==> src/rtl/core/cdts_pkg.sv <==
// Shared types and constants of the countdown timer / stopwatch core.
`default_nettype none

package cdts_pkg;

    localparam int MS_W  = 27;
    localparam int SEC_W = 17;
    localparam int MIN_W = 11;
    localparam int SS_W  = 6;
    localparam int OP_W  = 3;
    localparam int PH_W  = 2;

    // floor(x / 1000) for x < 2**27 as (x * RECIP_1000) >> SHIFT_1000
    localparam int           SHIFT_1000 = 37;
    localparam int           R1000_W    = 28;
    localparam logic [R1000_W-1:0] RECIP_1000 = 28'd137438954;

    // floor(x / 60) for x < 2**17 as (x * RECIP_60) >> SHIFT_60
    localparam int           SHIFT_60 = 23;
    localparam int           R60_W    = 18;
    localparam logic [R60_W-1:0] RECIP_60 = 18'd139811;

    typedef enum logic [PH_W-1:0] {
        PH_IDLE     = 2'd0,
        PH_RUNNING  = 2'd1,
        PH_PAUSED   = 2'd2,
        PH_FINISHED = 2'd3
    } t_phase;

    typedef enum logic [OP_W-1:0] {
        OP_TICK         = 3'd0,
        OP_START        = 3'd1,
        OP_PAUSE        = 3'd2,
        OP_RESET        = 3'd3,
        OP_ADD_TIME     = 3'd4,
        OP_SET_DURATION = 3'd5
    } t_op;

    typedef struct packed {
        logic [PH_W-1:0] run_state;
        logic [MS_W-1:0] shown_ms;
        logic            finished_pulse;
        logic            state_changed;
    } t_beat;

endpackage

`default_nettype wire

==> src/rtl/core/cdts_in_if.sv <==
// Input channel of the countdown timer / stopwatch core.
`default_nettype none

interface cdts_in_if;
    logic                       valid;
    logic                       ready;
    logic [cdts_pkg::OP_W-1:0]  operation;
    logic [cdts_pkg::SEC_W-1:0] amount_seconds;

    modport source (output valid, output operation, output amount_seconds, input ready);
    modport sink   (input valid, input operation, input amount_seconds, output ready);
endinterface

`default_nettype wire

==> src/rtl/core/cdts_out_if.sv <==
// Result channel of the countdown timer / stopwatch core.
`default_nettype none

interface cdts_out_if;
    logic                       valid;
    logic                       ready;
    logic [cdts_pkg::PH_W-1:0]  run_state;
    logic [cdts_pkg::MS_W-1:0]  shown_ms;
    logic [cdts_pkg::MIN_W-1:0] shown_minutes;
    logic [cdts_pkg::SS_W-1:0]  shown_seconds;
    logic                       finished_pulse;
    logic                       state_changed;

    modport source (output valid, output run_state, output shown_ms, output shown_minutes,
                    output shown_seconds, output finished_pulse, output state_changed,
                    input ready);
    modport sink   (input valid, input run_state, input shown_ms, input shown_minutes,
                    input shown_seconds, input finished_pulse, input state_changed,
                    output ready);
endinterface

`default_nettype wire

==> src/rtl/core/cdts_time_split.sv <==
// Pipeline that splits the shown time into minutes and seconds.
`default_nettype none

module cdts_time_split (
    input  wire logic           i_clk,
    input  wire logic           i_rst_n,
    input  wire logic           i_valid,
    output logic                o_ready,
    input  wire cdts_pkg::t_beat i_beat,
    cdts_out_if.source          o_out
);

    localparam int P1_W = cdts_pkg::MS_W + cdts_pkg::R1000_W;
    localparam int P2_W = cdts_pkg::SEC_W + cdts_pkg::R60_W;

    logic                       r_v1, r_v2, r_v3;
    cdts_pkg::t_beat            r_b1, r_b2, r_b3;
    logic [P1_W-1:0]            r_p1;
    logic [P2_W-1:0]            r_p2;
    logic [cdts_pkg::SEC_W-1:0] r_ts2;
    logic [cdts_pkg::MIN_W-1:0] r_min3;
    logic [cdts_pkg::SS_W-1:0]  r_sec3;

    logic                       load1, load2, load3;
    logic [cdts_pkg::SEC_W-1:0] total_sec;
    logic [cdts_pkg::MIN_W-1:0] minutes;
    logic [cdts_pkg::SEC_W-1:0] min_x60;
    logic [cdts_pkg::SEC_W-1:0] sec_rem;

    assign load3   = !r_v3 || o_out.ready;
    assign load2   = !r_v2 || load3;
    assign load1   = !r_v1 || load2;
    assign o_ready = load1;

    assign total_sec = r_p1[cdts_pkg::SHIFT_1000 +: cdts_pkg::SEC_W];
    assign minutes   = r_p2[cdts_pkg::SHIFT_60 +: cdts_pkg::MIN_W];
    assign min_x60   = cdts_pkg::SEC_W'(minutes) * cdts_pkg::SEC_W'(60);
    assign sec_rem   = r_ts2 - min_x60;

    always_ff @(posedge i_clk) begin
        if (!i_rst_n) begin
            r_v1 <= 1'b0;
            r_v2 <= 1'b0;
            r_v3 <= 1'b0;
        end else begin
            if (load1) r_v1 <= i_valid;
            if (load2) r_v2 <= r_v1;
            if (load3) r_v3 <= r_v2;
        end
    end

    always_ff @(posedge i_clk) begin
        if (load1) begin
            r_b1 <= i_beat;
            r_p1 <= P1_W'(i_beat.shown_ms) * P1_W'(cdts_pkg::RECIP_1000);
        end
        if (load2) begin
            r_b2  <= r_b1;
            r_ts2 <= total_sec;
            r_p2  <= P2_W'(total_sec) * P2_W'(cdts_pkg::RECIP_60);
        end
        if (load3) begin
            r_b3   <= r_b2;
            r_min3 <= minutes;
            r_sec3 <= sec_rem[cdts_pkg::SS_W-1:0];
        end
    end

    assign o_out.valid          = r_v3;
    assign o_out.run_state      = r_b3.run_state;
    assign o_out.shown_ms       = r_b3.shown_ms;
    assign o_out.shown_minutes  = r_min3;
    assign o_out.shown_seconds  = r_sec3;
    assign o_out.finished_pulse = r_b3.finished_pulse;
    assign o_out.state_changed  = r_b3.state_changed;

endmodule

`default_nettype wire

==> src/rtl/core/countdown_timer_stopwatch_core.sv <==
// Top level of the countdown timer / stopwatch core.
//
// Usage:
//   i_in carries one beat per tick (TICK_MS milliseconds) or command: start,
//   pause, reset, add time, set duration. o_out returns one beat per input
//   beat: run state, shown time in ms, whole minutes, seconds in the minute,
//   the finished pulse and the state change flag.
//   i_cfg_we / i_cfg_wdata write the mode (0 timer, 1 stopwatch) while idle;
//   follow a mode change with a reset command.
//   Pipeline: an accepted input beat passes through the state update register,
//   two reciprocal product registers and the output register before its result
//   is valid. Throughput: one beat per cycle while o_out.ready is high; the state
//   update loop closes through a single register.
//   Reset: run state idle, all counts zero, mode timer, pipeline empty.
//   Stall: when o_out.ready is low the pipeline holds; i_in.ready stays high
//   until all four stages are full.
`default_nettype none

module countdown_timer_stopwatch_core #(
    parameter int TICK_MS     = 100,
    parameter int MAX_SECONDS = 86399
) (
    input  wire logic i_clk,
    input  wire logic i_rst_n,
    input  wire logic i_cfg_we,
    input  wire logic i_cfg_wdata,
    cdts_in_if.sink   i_in,
    cdts_out_if.source o_out
);

    localparam int MS_W = cdts_pkg::MS_W;
    localparam logic [MS_W-1:0]           MAX_MS  = MS_W'(MAX_SECONDS * 1000);
    localparam logic [MS_W-1:0]           TICK    = MS_W'(TICK_MS);
    localparam logic [cdts_pkg::SEC_W-1:0] MAX_SEC = cdts_pkg::SEC_W'(MAX_SECONDS);

    function automatic logic [MS_W-1:0] sat_add(input logic [MS_W-1:0] a,
                                                input logic [MS_W-1:0] b);
        logic [MS_W:0] s;
        s = {1'b0, a} + {1'b0, b};
        return (s > {1'b0, MAX_MS}) ? MAX_MS : s[MS_W-1:0];
    endfunction

    logic              r_mode;
    cdts_pkg::t_phase  r_phase;
    logic [MS_W-1:0]   r_dur, r_rem, r_ela;
    logic              r_v0;
    cdts_pkg::t_beat   r_beat;

    cdts_pkg::t_phase  n_phase;
    logic [MS_W-1:0]   n_dur, n_rem, n_ela;
    cdts_pkg::t_beat   n_beat;

    logic                       accept;
    logic                       split_ready;
    logic                       pulse;
    logic                       forced;
    logic [cdts_pkg::SEC_W-1:0] secs;
    logic [MS_W-1:0]            amt_ms;

    assign i_in.ready = !r_v0 || split_ready;
    assign accept     = i_in.valid && i_in.ready;

    always_comb begin
        n_phase = r_phase;
        n_dur   = r_dur;
        n_rem   = r_rem;
        n_ela   = r_ela;
        pulse   = 1'b0;
        forced  = 1'b0;
        secs    = (i_in.amount_seconds > MAX_SEC) ? MAX_SEC : i_in.amount_seconds;
        amt_ms  = MS_W'(secs) * MS_W'(1000);
        case (cdts_pkg::t_op'(i_in.operation))
            cdts_pkg::OP_TICK: begin
                if (r_phase == cdts_pkg::PH_RUNNING) begin
                    if (!r_mode) begin
                        if (r_rem <= TICK) begin
                            n_rem   = '0;
                            n_phase = cdts_pkg::PH_FINISHED;
                            pulse   = 1'b1;
                        end else begin
                            n_rem = r_rem - TICK;
                        end
                    end else begin
                        n_ela = sat_add(r_ela, TICK);
                    end
                end
            end
            cdts_pkg::OP_START: begin
                if (r_phase == cdts_pkg::PH_FINISHED) begin
                    n_ela  = '0;
                    n_rem  = r_dur;
                    forced = 1'b1;
                end
                n_phase = cdts_pkg::PH_RUNNING;
            end
            cdts_pkg::OP_PAUSE: begin
                if (r_phase == cdts_pkg::PH_RUNNING) n_phase = cdts_pkg::PH_PAUSED;
            end
            cdts_pkg::OP_RESET: begin
                n_phase = cdts_pkg::PH_IDLE;
                n_ela   = '0;
                n_rem   = r_dur;
            end
            cdts_pkg::OP_ADD_TIME: begin
                if (!r_mode) begin
                    n_rem = sat_add(r_rem, amt_ms);
                    n_dur = sat_add(r_dur, amt_ms);
                    if (r_phase == cdts_pkg::PH_FINISHED) n_phase = cdts_pkg::PH_RUNNING;
                end
            end
            cdts_pkg::OP_SET_DURATION: begin
                n_dur = amt_ms;
                if (r_phase == cdts_pkg::PH_IDLE) n_rem = amt_ms;
            end
            default: ;
        endcase
        n_beat.run_state      = n_phase;
        n_beat.shown_ms       = r_mode ? n_ela : n_rem;
        n_beat.finished_pulse = pulse;
        n_beat.state_changed  = forced || (n_phase != r_phase);
    end

    always_ff @(posedge i_clk) begin
        if (!i_rst_n) begin
            r_mode  <= 1'b0;
            r_phase <= cdts_pkg::PH_IDLE;
            r_dur   <= '0;
            r_rem   <= '0;
            r_ela   <= '0;
            r_v0    <= 1'b0;
        end else begin
            if (i_cfg_we) r_mode <= i_cfg_wdata;
            if (accept) begin
                r_phase <= n_phase;
                r_dur   <= n_dur;
                r_rem   <= n_rem;
                r_ela   <= n_ela;
                r_v0    <= 1'b1;
            end else if (split_ready) begin
                r_v0 <= 1'b0;
            end
        end
    end

    always_ff @(posedge i_clk) begin
        if (accept) r_beat <= n_beat;
    end

    cdts_time_split u_split (
        .i_clk   (i_clk),
        .i_rst_n (i_rst_n),
        .i_valid (r_v0),
        .o_ready (split_ready),
        .i_beat  (r_beat),
        .o_out   (o_out)
    );

endmodule

`default_nettype wire
==> src/flat_wrapper.sv <==
// flat-port wrapper written by rule: the top's interface ports become plain ports
module countdown_timer_stopwatch_core_flat 
#(
    parameter int TICK_MS     = 100,
    parameter int MAX_SECONDS = 86399
)
  (i_clk, i_rst_n, i_cfg_we, i_cfg_wdata, i_in_valid, i_in_operation, i_in_amount_seconds, i_in_ready, o_out_valid, o_out_run_state, o_out_shown_ms, o_out_shown_minutes, o_out_shown_seconds, o_out_finished_pulse, o_out_state_changed, o_out_ready);
  cdts_in_if i_in_i ();
  cdts_out_if o_out_i ();
  input  wire logic i_clk;
  input  wire logic i_rst_n;
  input  wire logic i_cfg_we;
  input  wire logic i_cfg_wdata;
  input wire logic [$bits(i_in_i.valid)-1:0] i_in_valid;
  input wire logic [$bits(i_in_i.operation)-1:0] i_in_operation;
  input wire logic [$bits(i_in_i.amount_seconds)-1:0] i_in_amount_seconds;
  output wire logic [$bits(i_in_i.ready)-1:0] i_in_ready;
  output wire logic [$bits(o_out_i.valid)-1:0] o_out_valid;
  output wire logic [$bits(o_out_i.run_state)-1:0] o_out_run_state;
  output wire logic [$bits(o_out_i.shown_ms)-1:0] o_out_shown_ms;
  output wire logic [$bits(o_out_i.shown_minutes)-1:0] o_out_shown_minutes;
  output wire logic [$bits(o_out_i.shown_seconds)-1:0] o_out_shown_seconds;
  output wire logic [$bits(o_out_i.finished_pulse)-1:0] o_out_finished_pulse;
  output wire logic [$bits(o_out_i.state_changed)-1:0] o_out_state_changed;
  input wire logic [$bits(o_out_i.ready)-1:0] o_out_ready;
  assign i_in_i.valid = i_in_valid;
  assign i_in_i.operation = i_in_operation;
  assign i_in_i.amount_seconds = i_in_amount_seconds;
  assign i_in_ready = i_in_i.ready;
  assign o_out_valid = o_out_i.valid;
  assign o_out_run_state = o_out_i.run_state;
  assign o_out_shown_ms = o_out_i.shown_ms;
  assign o_out_shown_minutes = o_out_i.shown_minutes;
  assign o_out_shown_seconds = o_out_i.shown_seconds;
  assign o_out_finished_pulse = o_out_i.finished_pulse;
  assign o_out_state_changed = o_out_i.state_changed;
  assign o_out_i.ready = o_out_ready;
  countdown_timer_stopwatch_core #(.TICK_MS(TICK_MS), .MAX_SECONDS(MAX_SECONDS)) u_core (.i_clk(i_clk), .i_rst_n(i_rst_n), .i_cfg_we(i_cfg_we), .i_cfg_wdata(i_cfg_wdata), .i_in(i_in_i), .o_out(o_out_i));
endmodule
==> config.mk <==
export PLATFORM = sky130hd
export DESIGN_NAME = countdown_timer_stopwatch_core_flat
export DESIGN_NICKNAME = d
export VERILOG_FILES = /design/src/rtl/core/cdts_pkg.sv /design/src/rtl/core/cdts_in_if.sv /design/src/rtl/core/cdts_out_if.sv /design/src/rtl/core/cdts_time_split.sv /design/src/rtl/core/countdown_timer_stopwatch_core.sv /design/src/flat_wrapper.sv
export SDC_FILE = /design/constraint.sdc
export NUM_CORES = 2
export LEC_CHECK = 0
export ABC_AREA = 0
export ABC_CLOCK_PERIOD_IN_PS = 26700
export BUFFER_PORTS_ARGS = -buffer_cell sky130_fd_sc_hd__clkbuf_2
export CAP_MARGIN = 20
export CORE_AREA = 2 2 218 220
export CTS_BUF_LIST = sky130_fd_sc_hd__clkbuf_8
export DETAILED_ROUTE_END_ITERATION = 8
export DIE_AREA = 0 0 220 222
export PLACE_DENSITY = 0.87
export RECOVER_POWER = 100
export SYNTH_ARGS = -nofsm -noshare
export SYNTH_HDL_FRONTEND = slang
export SYNTH_SLANG_ARGS = --single-unit
==> constraint.sdc <==
create_clock -name i_clk -period 26.7 [get_ports i_clk]
set_input_delay 2.67 -clock i_clk [delete_from_list [all_inputs] [get_ports i_clk]]
set_output_delay 2.67 -clock i_clk [all_outputs]
set_load 0.05 [all_outputs]
==> results.rst <==
.. list-table::
   :header-rows: 1

   * - Metric
     - Value
   * - Outcome
     - finished, violations left
   * - Violations in the final reports
     - capacitance limit, slew limit
   * - Number of register bits inferred by synthesis
     - 260
   * - Post-Place Cells
     - 3967
   * - Max stage delay on crit path
     - 1.68 ns
   * - Slew at the pin closest to its max-slew limit
     - 3.17 ns
   * - Via count
     - 26200
   * - ANT nets after route
     - 0
   * - Number of fill cells
     - 3217
   * - Slew HR
     - -1.11
   * - # port buffers
     - 75
   * - Min cycle time layout
     - 14.01 ns
   * - Peak Freq
     - 0.0714 GHz
   * - Number of endpoints with negative hold slack in the final report
     - 0
   * - Number of enable flip-flop cells after synthesis
     - 175
   * - Wire length of the first global-routing pass
     - 146 mm
   * - Number of buffers added for setup after CTS
     - 0
   * - Data arrival time at the worst-slack endpoint
     - 14.34 ns
   * - Kind of cell adding the most delay to the critical path
     - compound AO/OA/AOI/OAI gates
   * - Most used flip-flop cell after synthesis
     - edfxtp_1
   * - Netlist area before placement
     - 0.0322 mm^2
   * - Maximum fanout encountered on the critical timing path
     - 15
   * - Average wire per standard cell
     - 22.9 um
   * - Max Clock Skew
     - 0.0483 ns
   * - Number of DRC violations after detailed routing
     - 0
   * - Portion of synthesized cell area occupied by the leading cell type
     - 0.202
   * - Post-CTS clock slew at the launch and capture registers of the worst setup and hold paths
     - 0.07 ns
   * - Worst R2R Setup Slack
     - 17.91 ns
   * - Number of cells on the worst reg-to-reg path
     - 25
   * - Post-synthesis cell type with the largest combined area
     - ha_1
   * - Grt ovf
     - 0
   * - Clock Root Buffer
     - clkbuf_8
   * - Clock sink count
     - 260
   * - Crit Path Category
     - in2reg
   * - Max Slew Vio Count
     - 356
   * - Setup repair after global routing missed its margin
     - no
   * - Endpoint of the worst hold-timing path
     - u_core.u_split.r_b2[17]
   * - Relative area change from synthesis to final layout
     - 5.38%
   * - Sequential element share of the synthesized area
     - 0.216
   * - Final Routed Wirelength
     - 92.8 mm
   * - 1st-pass router iterations
     - 9
   * - Cell types with the largest area share after synthesis
     - ha_1 (20%), fa_1 (20%), edfxtp_1 (16%)
   * - Width of the die
     - 220 um
   * - Syn avg cell area
     - 9.53 um^2
   * - Number of buffers created by CTS
     - 49
   * - Detail-routed via count per cell
     - 6.44
   * - Setup-violating endpoint count in the final report
     - 0
   * - Most frequent cell after synthesis
     - inv_1
   * - Clock latency of the later-clocked register in the worst-skew pair
     - 0.68 ns
   * - Die span in y
     - 222 um
   * - Layout cell share with drive strength beyond 1
     - 0.0527
   * - Layout Utilization
     - 0.734
   * - Number of distinct library cells after synthesis
     - 115
   * - Top cells by instance count after synthesis
     - inv_1 (638), ha_1 (520), fa_1 (321)
   * - Boundary pin count
     - 76
   * - Yosys warning total
     - 0
   * - Setup crit start kind
     - input port
   * - Worst hold path type
     - reg2reg
   * - Cell with the most instances on the worst path
     - nor2_1
   * - Fin crit share
     - 0.525
   * - Initial standard-cell utilization of the core
     - 0.696
   * - Final sum of negative setup slack
     - 0 ns
   * - Min-Delay Startpoint
     - u_core.u_split.r_b1[17]
   * - Max Root-Sink Buffers
     - 3
   * - CP required
     - 27.03 ns
   * - Worst R2R End
     - u_core.u_split.r_p1[53]
   * - Number of global-route vias before repair
     - 27500
   * - Master of the slowest instance on the critical path
     - o21ai_0
   * - Antenna violations before repair
     - 0
   * - Crit end category
     - flop
   * - Maximum capacitance violations
     - 9
   * - Buffers and inverters on the worst path
     - 4
   * - CTS-repair resized insts
     - 0
   * - Startpoint of the most critical register-to-register path
     - u_core.r_beat[18]
   * - Final Net Count
     - 4280
   * - Die Area
     - 0.0488 mm^2
   * - Hpwl dp
     - 71.8 mm
   * - Total global-route track usage
     - 0.388
   * - Maximum number of pins on one net before global-route repair
     - 79
   * - Layout Cells excl Fill
     - 4061
   * - Number of DRC violations after detailed-routing iteration 0
     - 2728
   * - Floorplan core area
     - 0.0463 mm^2
   * - Count of cells along the worst hold path
     - 0
   * - Async set-reset flop share out of synthesis
     - 0
   * - Gp weighted congestion
     - 1.01
   * - Cells after synthesis
     - 3381
   * - Floorplan row count
     - 79
   * - TritonCTS clock tree
     - done
   * - H-tree Lvls
     - 2
   * - Post-CTS Hold Buffers
     - 0
   * - Post-synth net total
     - 4248
cell type report:
class / count / area [um^2] / area share
diodes: 2 / 5.00 / 0.000147
clock buffers: 56 / 771 / 0.0227
clock inverters: 34 / 304 / 0.00896
inverters: 639 / 2400 / 0.0707
multi-input cells: 2363 / 22300 / 0.656
flip-flops and latches: 260 / 6960 / 0.205
well taps: 607 / 759 / 0.0224
repair buffers: 100 / 468 / 0.0138
sequential cells by signal, summed over array words and instances (netlist names), 2 cells and up:
signal,flops
u_core.u_split.o_out.shown_minutes,11
u_core.r_dur,24
u_core.r_rem,27
u_core.r_beat,31
u_core.u_split.r_p1,17
u_core.u_split.r_ts2,5
u_core.u_split.o_out.shown_ms,27
u_core.r_ela,27
u_core.u_split.o_out.run_state,2
u_core.u_split.o_out.shown_seconds,6
u_core.r_phase,2
u_core.u_split.r_b2,31
u_core.u_split.r_p2,12
u_core.u_split.r_b1,31
through the flow:
step	area [um^2]	setup WS [ns]	hold WS, ns
2_1_floorplan	32200	15.52	0.400
3_3_place_gp	33000	14.31	0.401
3_5_place_dp	33000	14.14	0.405
4_1_cts	34100	14.78	0.395
5_1_grt	33900	11.90	0.402
6_report	33900	12.69	0.394
worst max-delay path by stage:
| stage | start | endpoint | slack, ns | cells after the start |
|---|---|---|---|---|
| 2_1_floorplan | i_in_amount_seconds[7] | u_core.r_beat[22] | 15.52 | 32 |
| 5_1_grt | i_in_amount_seconds[7] | u_core.r_beat[22] | 11.90 | 35 |
| 6_report | i_in_amount_seconds[7] | u_core.r_beat[25] | 12.69 | 35 |
| 3_5_place_dp | i_in_amount_seconds[7] | u_core.r_beat[4] | 14.14 | 35 |
| 4_1_cts | i_in_amount_seconds[7] | u_core.r_beat[4] | 14.78 | 35 |
| 3_3_place_gp | i_in_amount_seconds[7] | u_core.r_beat[4] | 14.31 | 35 |
routing by layer:
layer / GRT usage / part of all wire / vias to the layer above
met5: 0 / 0 / -
met2: 0.640 / 0.48 / 1403
li1: - / - / 11700
met4: 0.235 / 0.068 / 0
met3: 0.0760 / 0.083 / 428
met1: 0.467 / 0.37 / 12600
logic make-up (layout without fill, tap and decap cells):
kind of cell	Yosys count	count (layout)	synth area share
flip-flops	260	260	0.216
AO/OA/AOI/OAI	727	727	0.155
XOR/XNOR	109	109	0.0296
adder cells (fa/ha/maj)	841	841	0.402
multiplexers	7	7	0.00225
other	0	2	0
buffers and inverters	758	829	0.0908
AND/OR/NAND/NOR	679	679	0.104
placed cells by master (no fill, tap or decap), types with 60 or more instances in the layout:
master    netlist  layout
inv_1         638     647
nor3_1         66      64
ha_1          520     520
o21ai_0       143     152
fa_1          321     321
xnor2_1        82      82
clkbuf_1       91      60
dfxtp_1        85      84
a21oi_1       190     189
nand2_1       134     133
nor2_1        220     221
edfxtp_1      175     175
Power is not shown: default switching activity piles up to over one toggle a cycle in this logic, so the estimate is an artifact.
